**src/salt_ram.sv**
```systemverilog
// Generic single write port RAM with registered read.
// No dependencies.
`default_nettype none
module salt_ram #(
  parameter int WIDTH = 8,
  parameter int DEPTH = 16
) (
  input  wire logic                     clk,
  input  wire logic                     we,
  input  wire logic [$clog2(DEPTH)-1:0] waddr,
  input  wire logic [WIDTH-1:0]         wdata,
  input  wire logic [$clog2(DEPTH)-1:0] raddr,
  output logic      [WIDTH-1:0]         rdata
);

  logic [WIDTH-1:0] mem [DEPTH];

  always_ff @(posedge clk) begin
    if (we) begin
      mem[waddr] <= wdata;
    end
    rdata <= mem[raddr];
  end

endmodule
`default_nettype wire

```
**config.mk**
```make
export PLATFORM = sky130hd
export DESIGN_NAME = salt_ram
export DESIGN_NICKNAME = d
export VERILOG_FILES = /design/src/salt_ram.sv
export SDC_FILE = /design/constraint.sdc
export NUM_CORES = 1
export LEC_CHECK = 0
export ABC_AREA = 1
export BUFFER_PORTS_ARGS = -buffer_cell sky130_fd_sc_hd__buf_2
export CAP_MARGIN = 10
export CORE_MARGIN = 2
export CORE_UTILIZATION = 43
export DETAILED_ROUTE_END_ITERATION = 10
export PLACE_DENSITY = 0.7
export SLEW_MARGIN = 10
export SYNTH_ARGS = -nofsm -noshare
export SYNTH_HDL_FRONTEND = slang
export SYNTH_SLANG_ARGS = --single-unit
```
**constraint.sdc**
```tcl
create_clock -name clk -period 1.15 [get_ports clk]
set_clock_uncertainty 0.15 [all_clocks]
set_input_delay 0 -clock clk [delete_from_list [all_inputs] [get_ports clk]]
set_output_delay 0 -clock clk [all_outputs]
set_load 0.02 [all_outputs]
```
Word-level counts from Yosys, hierarchy flattened
Memory sizes are Yosys's and may differ from the RTL's. A register that Yosys moved wholly into a read port is not among the register bits. Index checks and enable logic that the tools add are counted.

Multiplexer cells: 2.

Operator list (count): 1-bit two-way mux (2).

Bits in registers: 0. Memory bits (writable): 128. Memories: 1.

Memories: mem (depth 16, width 8, rd ports 1, clocked after memory_dff 1, write ports 1, RTL line 16) `logic [WIDTH-1:0] mem [DEPTH];`.

Longest topological paths before layout
Gate-level depths: netlist (run 1).

Depth in word-level cells: 2. Gate-level depth with buffers: 8.

Least setup slack after synthesis (run 1)
OpenSTA, ideal clock, no wires.

Kind: input port to flip-flop. From: in waddr[3]. To: mem mem[4][0] (enable). Setup time: 0.370 ns. Data arrival time: 0.581 ns. Required time: 0.630 ns. Path slack: 0.049 ns. Cell stages on the path: 2. Path buffers: 0. Cells stage by stage: nand3b_1 > nor2_1.

RTL lines: start: declaration (RTL line 10) `input wire logic [$clog2(DEPTH)-1:0] waddr,`; end: declaration (RTL line 16).

No word-level cell before the write port.

==> results.sh, run 1 <==
export IMPL_status="finished, final reports clean"
export IMPL_maxCapViolCount=0
export IMPL_cts_tree="done"
export IMPL_crit_path_max_fanout=9
export IMPL_reg2reg_to="rdata[2]"
export IMPL_firstDrtPassIters=5
export IMPL_crit_type="in -> reg"
export IMPL_dp_cells=763
export IMPL_postCtsSetupBuffers=0
export IMPL_placementRows=42
export IMPL_synth_area_leaders="edfxtp_1 (67%), nand2_1 (11%), nand3_1 (8.4%)"
export IMPL_avgSynthCellArea_um2=10.5
export IMPL_synth_top_family_by_area="simple AND/OR/NAND/NOR gates"
export IMPL_async_reset_ff_share_pct=0
export IMPL_clk_pin_slew_ns=0.06
export IMPL_synth_compound_gate_area_share_pct=0
export IMPL_p_total_mw=11.7
export IMPL_syn_inst=551
export IMPL_clockBufferDepth=2
export IMPL_diodes=0
export IMPL_overflow=0
export IMPL_routed_wl_um=13100
export IMPL_synth_yosys_warnings=0
export IMPL_drive_above_1_share_pct=17.3
export IMPL_max_freq_ghz=0.891
export IMPL_antenna_left=0
export IMPL_start_kind="primary input"
export IMPL_yosysTopAreaCell="edfxtp_1"
export IMPL_synth_fa_ha_area_share_pct=0
export IMPL_finalCritPeriodShare_pct=97.6
export IMPL_synth_simple_area_share_pct=21.0
export IMPL_r2r_slack_ns=0.03
export IMPL_holdWs_ns=0.0170
export IMPL_synthFlopType="edfxtp_1"
export IMPL_cts_made_buffers=17
export IMPL_grtUsageTotal_pct=19.4
export IMPL_hold_path_startpoint="raddr[1]"
export IMPL_nNetsFinal=634
export IMPL_synth_cell_types=12
export IMPL_ys_top_cells_by_count="nand2_1 (173), edfxtp_1 (128), inv_1 (100), nand3_1 (97), nor2_1 (17)"
export IMPL_cp_required_ns=1.36
export IMPL_clock_root_buffer="clkbuf_16"
export IMPL_die_h_um=120
export IMPL_arrival_ns=1.33
export IMPL_synth_edf_count=128
export IMPL_via_count=3976
export IMPL_critPathLaunch="raddr[3]"
export IMPL_crit_path_end_kind="register"
export IMPL_dieArea_um2=14400
export IMPL_wl_per_cell_um=16.3
export IMPL_vdd_drop_max_mv=0.896
export IMPL_io_pin_count=26
export IMPL_yosysSeqAreaShare_pct=69.4
export IMPL_fin_tns_setup_ns=0
export IMPL_p_per_area_nw_per_um2=1650
export IMPL_r2r_worst_path_cells=6
export IMPL_dpl_hpwl_um=8010
export IMPL_synth_mux_area_share_pct=0
export IMPL_worstReg2RegStart="mem[8][2]"
export IMPL_finalMaxSlewViolations=0
export IMPL_grt_pass1_vias=3848
export IMPL_antenna_found_initial=0
export IMPL_hp_class="in -> reg"
export IMPL_drcViolationCount=0
export IMPL_gp_congestion=0.833
export IMPL_post_route_util_pct=53.5
export IMPL_ys_ff_latch=136
export IMPL_start_util_pct=43.7
export IMPL_netlist_area_um2=5770
export IMPL_drt_initial_drc_count=348
export IMPL_grt_start_max_net_pins=41
export IMPL_cts_htree_levels=4
export IMPL_final_setup_viol_count=0
export IMPL_die_w_um=120
export IMPL_instances_no_fill=805
export IMPL_synth_nets=569
export IMPL_synth_most_common_cell="nand2_1"
export IMPL_synth_top_cell_area_share_pct=66.7
export IMPL_area_growth_pct=22.4
export IMPL_p_leak_nw=3.07
export IMPL_viasPerCell=4.94
export IMPL_post_route_min_period_ns=1.12
export IMPL_clkLatencyLatePin_ns=0.42
export IMPL_io_buffers=25
export IMPL_synth_xor_xnor_area_share_pct=0
export IMPL_nFillCells=1054
export IMPL_hold_viol=0
export IMPL_critPathCapture="rdata[1]"
export IMPL_cts_sinks=136
export IMPL_coreArea_um2=13200
export IMPL_tightestPinTransition_ns=0.393
export IMPL_grt_pass1_wl_um=20500
export IMPL_slew_headroom_pct=73.7
[sequential cells by signal, indices dropped and copies added, names as in the netlist]
| register | cells |
|---|---|
| mem | 128 |
| rdata | 8 |
[per-stage QoR]
step / area [um2] / setup slack [ns]
6_report: 7060 / 0.0274
5_1_grt: 7060 / -0.0214
4_1_cts: 6960 / 0.000116
3_5_place_dp: 6280 / -0.119
3_3_place_gp: 6280 / -0.0733
2_1_floorplan: 5770 / 0.0492
[worst max-delay path, stage by stage]
cell and delay [ns]:
dlygate4sd3_1 0.53, buf_2 0.20, inv_1 0.33, nand3_1 0.16, nand2_1 0.11
[metal layers]
layer	vias to the layer above	GRT usage, %	wire, um
li1	1903	-	-
met1	1884	24.6	5200
met2	160	32.1	6620
met3	29	4.42	929
met4	0	8.38	378
met5	-	0	0
[kinds of logic (layout without fill, tap and decap cells)]
family | Yosys count | after routing
AND/OR/NAND/NOR | 289 | 289
buffers and inverters | 126 | 204
flip-flops | 136 | 136
[layout by cell type, fill, tap and decap left out, types with 6 or more instances in the layout]
master | Yosys | routed
edfxtp_1 | 128 | 128
inv_1 | 100 | 99
clkbuf_16 | 0 | 17
nand3_1 | 97 | 77
nand2_1 | 173 | 172
dfxtp_1 | 8 | 8
buf_2 | 13 | 25
nand3_2 | 0 | 20
buf_4 | 4 | 29
nor2_1 | 17 | 17
dlygate4sd3_1 | 0 | 10
buf_12 | 0 | 6
[timing repair]
| action | in CTS | in global routing |
|---|---|---|
| hold buffers | 10 | 0 |
| endpoints found under the setup margin | 1 | 7 |
| hold endpoints to repair | 136 | 0 |
| pin swaps | 0 | 4 |
| resized for setup | 2 | 20 |
[worst min-delay path by stage]
stage           endpoint  slack (ns)  cells after the start
3_3_place_gp    rdata[3]        0.21                      3
3_5_place_dp    rdata[3]        0.21                      3
4_1_cts         rdata[3]        0.02                      5
6_report        rdata[5]        0.02                      6
5_1_grt         rdata[3]        0.04                      5
2_1_floorplan  mem[0][0]       -0.05                      0
[area by class of cell]
cell class              instances  area (um2)  share of cell area, %
clock buffers                  22         444                   6.29
repair buffers                 70         563                   7.98
inverters                     102         383                   5.42
well taps                     176         220                   3.12
clock inverters                10         128                   1.81
flip-flops and latches        136        4000                   56.7
multi-input cells             289        1320                   18.6
[where the power goes]
group | total, mW | internal (mW) | leakage [nW] | switching (mW)
sequential | 5.58 | 5.54 | 1.22 | 0.0319
clock | 5.25 | 3.37 | 0.273 | 1.87
combinational | 0.834 | 0.287 | 1.58 | 0.547
(Power assumes the default switching activity.)
==> run 2, diff against run 1 <==
--- a/config.mk
+++ b/config.mk
@@ -12,6 +12,7 @@
 export CORE_UTILIZATION = 43
 export DETAILED_ROUTE_END_ITERATION = 10
 export PLACE_DENSITY = 0.7
+export REMOVE_ABC_BUFFERS = 1
 export SLEW_MARGIN = 10
 export SYNTH_ARGS = -nofsm -noshare
 export SYNTH_HDL_FRONTEND = slang
==> results.sh, run 2 (synthesis results as in run 1) <==
export IMPL_p_total_mw=11.8
export IMPL_drcViolationCount=0
export IMPL_maxCapViolCount=0
export IMPL_fin_tns_setup_ns=0
export IMPL_cpPeakStageDelay_ns=0.37
export IMPL_io_pin_count=26
export IMPL_power_switching_mw=2.55
export IMPL_coreArea_um2=13200
export IMPL_nNetsFinal=631
export IMPL_overflow=0
export IMPL_final_setup_viol_count=0
export IMPL_antenna_left=0
export IMPL_status="finished, final reports clean"
export IMPL_crit_path_max_fanout=1
export IMPL_routed_wl_um=12400
export IMPL_drive_above_1_share_pct=16.6
export IMPL_diodes=0
export IMPL_r2r_worst_path_cells=6
export IMPL_r2r_slack_ns=0.04
export IMPL_area_growth_pct=21.7
export IMPL_reg_top3="mem: 128 flops, rdata: 8 flops"
export IMPL_use_met1_pct=22.3
export IMPL_cp_slowest_cell="edfxtp_1"
export IMPL_slew_headroom_pct=77.0
export IMPL_grt_pass1_vias=3814
export IMPL_start_util_pct=43.7
export IMPL_hold_viol=0
export IMPL_cp_required_ns=1.30
export IMPL_wl_per_cell_um=15.4
export IMPL_clockBufferDepth=2
export IMPL_dp_slack_ns=-0.0452
export IMPL_final_cell_mix="nand2_1 (173), edfxtp_1 (128), inv_1 (100), nand3_1 (84), buf_4 (27)"
export IMPL_worstReg2RegStart="mem[9][5]"
export IMPL_power_frac_seq_pct=47.4
export IMPL_grt_busiest_layer="met2"
export IMPL_post_route_min_period_ns=1.11
export IMPL_arrival_ns=1.26
export IMPL_finalCritPeriodShare_pct=96.5
export IMPL_die_h_um=120
export IMPL_grtUsageMet2_pct=30.2
export IMPL_gr_usage_met3_pct=4.61
export IMPL_finalMaxSlewViolations=0
export IMPL_rsz0062_at_grt="true"
export IMPL_dieArea_um2=14400
export IMPL_p_clk_share_pct=46.0
export IMPL_tightestPinTransition_ns=0.345
export IMPL_whs_path_depth=7
export IMPL_viasPerCell=4.85
export IMPL_antenna_found_initial=0
export IMPL_io_buffers=25
export IMPL_setup_slack_ns=0.0400
export IMPL_max_freq_ghz=0.901
export IMPL_cts_made_buffers=17
export IMPL_worstPathCellList="inv_1 > nand2_1 > nand3_1 > nand3_1 > nand3_1 > nand2_1"
export IMPL_firstDrtPassIters=6
export IMPL_start_kind="register"
export IMPL_dpl_hpwl_um=8090
export IMPL_grt_start_max_net_pins=38
export IMPL_gp_congestion=0.842
export IMPL_vdd_drop_max_mv=1.06
export IMPL_hp_class="in -> reg"
export IMPL_drt_initial_drc_count=308
export IMPL_grt_pass1_wl_um=19400
export IMPL_cts_tree="done"
export IMPL_crit_path_end_kind="register"
export IMPL_cts_sinks=136
export IMPL_hold_path_startpoint="raddr[1]"
export IMPL_hold_end="rdata[1]"
export IMPL_via_count=3888
export IMPL_crit_type="reg -> reg"
export IMPL_combPwrFrac_pct=6.6
export IMPL_grtUsageTotal_pct=18.3
export IMPL_holdWs_ns=0.0637
export IMPL_p_leak_nw=3.05
export IMPL_placementRows=42
export IMPL_crit_top_cell="nand3_1"
export IMPL_largest_reg_flops=128
export IMPL_power_share_switching_pct=21.7
export IMPL_clk_pin_slew_ns=0.06
export IMPL_clkLatencyLatePin_ns=0.41
export IMPL_intPower_mw=9.21
export IMPL_clock_root_buffer="clkbuf_16"
export IMPL_largest_register="mem"
export IMPL_critPathLaunch="mem[9][5]"
export IMPL_cts_htree_levels=4
export IMPL_die_w_um=120
export IMPL_layout_commonest_cell="nand2_1"
export IMPL_p_per_area_nw_per_um2=1680
export IMPL_reg2reg_to="rdata[5]"
[run 2: changes by cell type in the layout (fill, tap and decap cells not counted), sizes merged]
cell | before | now
buf | 60 | 57
clkbuf | 22 | 17
clkinv | 5 | 4
clkinvlp | 2 | 6
inv | 102 | 104
[run 2: metrics by stage]
| stage | std cells | utilization (%) | cell area [um2] |
|---|---|---|---|
| floorplan | 527 | - | 5600 |
| global placement | 760 | 47.4 | 6250 |
| detailed placement | 760 | 47.4 | 6250 |
| CTS | 802 | 52.7 | 6950 |
| global route | 802 | 53.2 | 7020 |
| finish | 802 | 53.2 | 7020 |
[run 2: repair_timing]
| action | in CTS | in global routing |
|---|---|---|
| hold buffers | 10 | 0 |
| hold endpoints to repair | 136 | 0 |
| setup buffers | 0 | 0 |
| endpoints found under the setup margin | 0 | 6 |
| resized for setup | 0 | 13 |
[run 2: layout make-up]
| cell class | count | area (um2) |
|---|---|---|
| timing repair buffer | 67 | 528 |
| clock buffer | 17 | 425 |
| clock inverter | 15 | 176 |
| tap | 176 | 220 |
| inverter | 102 | 383 |
| sequential | 136 | 4000 |
| fill | 1115 | 6170 |
| multi-input combinational | 289 | 1280 |
[run 2: critical path: cells and delay by family, from the launching register on]
family	cells	cell delay, ns
flops	1	0.37
buf+inv	1	0.06
simple gates	5	0.41
[run 2: metal layers]
metal | wire, um | part of all wire [%]
met1 | 5200 | 42
met2 | 6080 | 49
met4 | 375 | 3.0
met5 | 0 | 0
met3 | 715 | 5.8
[run 2: worst max-delay path by stage]
stage	endpoint	depth (start not counted)	slack (ns)
final	rdata[5]	6	0.04
after global routing	rdata[1]	6	-0.009
after CTS	rdata[4]	6	0.02
after detailed placement	rdata[4]	7	-0.05
after global placement	rdata[4]	7	-0.04
after floorplan	rdata[2]	6	0.02
[run 2: power groups by stage]
| stage | logic [mW] | clock network, mW | registers, mW |
|---|---|---|---|
| final | 0.775 | 5.41 | 5.57 |
| after global routing | 0.857 | 5.71 | 5.58 |
| after CTS | 0.758 | 5.49 | 5.57 |
| after detailed placement | 0.727 | 0 | 5.68 |
| after global placement | 0.713 | 0 | 5.67 |
| after floorplan | 0.299 | 0 | 5.71 |
==> run 3, diff against run 2 <==
--- a/config.mk
+++ b/config.mk
@@ -8,6 +8,7 @@
 export ABC_AREA = 1
 export BUFFER_PORTS_ARGS = -buffer_cell sky130_fd_sc_hd__buf_2
 export CAP_MARGIN = 10
+export CORE_ASPECT_RATIO = 1.4
 export CORE_MARGIN = 2
 export CORE_UTILIZATION = 43
 export DETAILED_ROUTE_END_ITERATION = 10
==> results.sh, run 3 (synthesis results as in run 1) <==
export IMPL_status="finished, final reports clean"
export IMPL_post_route_util_pct=53.7
export IMPL_rsz0062_at_grt="true"
export IMPL_drive_above_1_share_pct=18.7
export IMPL_regArea_um2=4000
export IMPL_route_met3_wl_um=851
export IMPL_postCtsSetupBuffers=0
export IMPL_p_clk_share_pct=48.9
export IMPL_area_growth_pct=23.6
export IMPL_clock_root_buffer="clkbuf_16"
export IMPL_nNetsFinal=624
export IMPL_grt_pass1_vias=3853
export IMPL_p_leak_nw=3.09
export IMPL_viasPerCell=4.98
export IMPL_largest_register="mem"
export IMPL_via_count=3987
export IMPL_clk_pin_slew_ns=0.06
export IMPL_p_per_area_nw_per_um2=1750
export IMPL_drcViolationCount=0
export IMPL_vdd_drop_max_mv=0.653
export IMPL_grt_pass1_wl_um=19900
export IMPL_largest_reg_flops=128
export IMPL_combPwrFrac_pct=6.4
export IMPL_grt_start_max_net_pins=65
export IMPL_clkLatencyLatePin_ns=0.41
export IMPL_finalMaxSlewViolations=0
export IMPL_coreArea_um2=13300
export IMPL_overflow=0
export IMPL_cts_tree="done"
export IMPL_io_buffers=25
export IMPL_reg_top3="mem: 128 flops, rdata: 8 flops"
export IMPL_start_kind="register"
export IMPL_max_freq_ghz=0.897
export IMPL_wl_per_cell_um=16.2
export IMPL_p_total_mw=12.5
export IMPL_hp_class="in -> reg"
export IMPL_worstPathCellList="inv_2 > nand2_1 > nand3_1 > nand3_1 > nand3_2 > nand2_1"
export IMPL_nFillCells=1148
export IMPL_diodes=0
export IMPL_drt_initial_drc_count=256
export IMPL_power_share_switching_pct=20.8
export IMPL_cts_htree_levels=4
export IMPL_io_pin_count=26
export IMPL_slew_headroom_pct=75.1
export IMPL_antenna_found_initial=0
export IMPL_dpl_hpwl_um=7980
export IMPL_crit_path_end_kind="register"
export IMPL_final_setup_viol_count=0
export IMPL_arrival_ns=1.27
export IMPL_met1Wirelength_um=4880
export IMPL_power_frac_seq_pct=44.7
export IMPL_finalCritPeriodShare_pct=96.9
export IMPL_die_h_um=141
export IMPL_placementRows=50
export IMPL_multiInputGateArea_um2=1360
export IMPL_topRoutingLayerUsed="met4"
export IMPL_start_util_pct=43.5
export IMPL_cts_sinks=136
export IMPL_tightestPinTransition_ns=0.374
export IMPL_post_route_min_period_ns=1.11
export IMPL_dieArea_um2=14400
export IMPL_gp_congestion=0.812
export IMPL_power_switching_mw=2.60
export IMPL_clockBufferDepth=2
export IMPL_crit_path_max_fanout=1
export IMPL_cpPeakStageDelay_ns=0.38
export IMPL_layout_commonest_cell="nand2_1"
export IMPL_hold_viol=0
export IMPL_wl_met2_um=6850
export IMPL_die_w_um=102
export IMPL_cts_made_buffers=17
export IMPL_grtUsageTotal_pct=19.1
export IMPL_cp_required_ns=1.31
export IMPL_final_cell_mix="nand2_1 (172), edfxtp_1 (128), inv_1 (97), nand3_1 (68), nand3_2 (29)"
export IMPL_routed_wl_um=13000
export IMPL_intPower_mw=9.88
export IMPL_antenna_left=0
export IMPL_fin_tns_setup_ns=0
export IMPL_cp_slowest_cell="edfxtp_1"
export IMPL_crit_type="reg -> reg"
export IMPL_maxCapViolCount=0
export IMPL_firstDrtPassIters=5
-- run 3: cell type report --
cell class / count / share of cell area (%)
flip-flops and latches: 136 / 56.2
multi-input cells: 289 / 19.1
repair buffers: 60 / 6.67
clock buffers: 17 / 5.97
inverters: 102 / 5.37
clock inverters: 15 / 3.49
well taps: 182 / 3.20
-- run 3: worst max-delay path, delay by kind of cell (launching register included) --
| kind | cells | cell delay (ns) |
|---|---|---|
| flops | 1 | 0.38 |
| simple gates | 5 | 0.38 |
| buf+inv | 1 | 0.09 |
-- run 3: metrics by stage --
stage	hold WS, ns	instances	area [um2]	worst slack, ns
2_1_floorplan	-0.0511	527	5600	0.0195
3_3_place_gp	0.196	759	6200	-0.0313
3_5_place_dp	0.200	759	6200	-0.0382
4_1_cts	0.0501	801	6980	0.000630
5_1_grt	0.0958	801	7130	-0.0248
6_report	0.0550	801	7130	0.0354
-- run 3: power groups by stage --
| stage | Sequential [mW] | Combinational, mW | Clock [mW] |
|---|---|---|---|
| floorplan | 5.71 | 0.299 | 0 |
| global placement | 5.68 | 0.706 | 0 |
| detailed placement | 5.68 | 0.722 | 0 |
| CTS | 5.58 | 0.757 | 6.16 |
| global route | 5.59 | 0.880 | 6.36 |
| finish | 5.58 | 0.804 | 6.10 |
-- run 3: routing by layer --
metal  track usage [%]  vias to the layer above
met4              8.91                        0
met3              4.51                       40
met2              32.9                      162
li1                  -                     1882
met5                 0                        -
met1              22.1                     1903
-- run 3: what timing repair did --
item / in CTS / in global routing
pin swaps: 0 / 10
setup endpoints to repair: 1 / 7
hold buffers: 10 / 0
gates resized for setup: 1 / 32
hold endpoints to repair: 136 / 0
-- run 3: path summary, 6_finish.rpt --
kind | to | from | cells past startpoint | slack, ns
max | rdata[3] | mem[9][3] | 6 | 0.04
min | rdata[2] | raddr[1] | 7 | 0.05
max reg2reg | rdata[3] | mem[9][3] | 6 | 0.04
min reg2reg | rdata[2] | mem[12][2] | 6 | 0.51
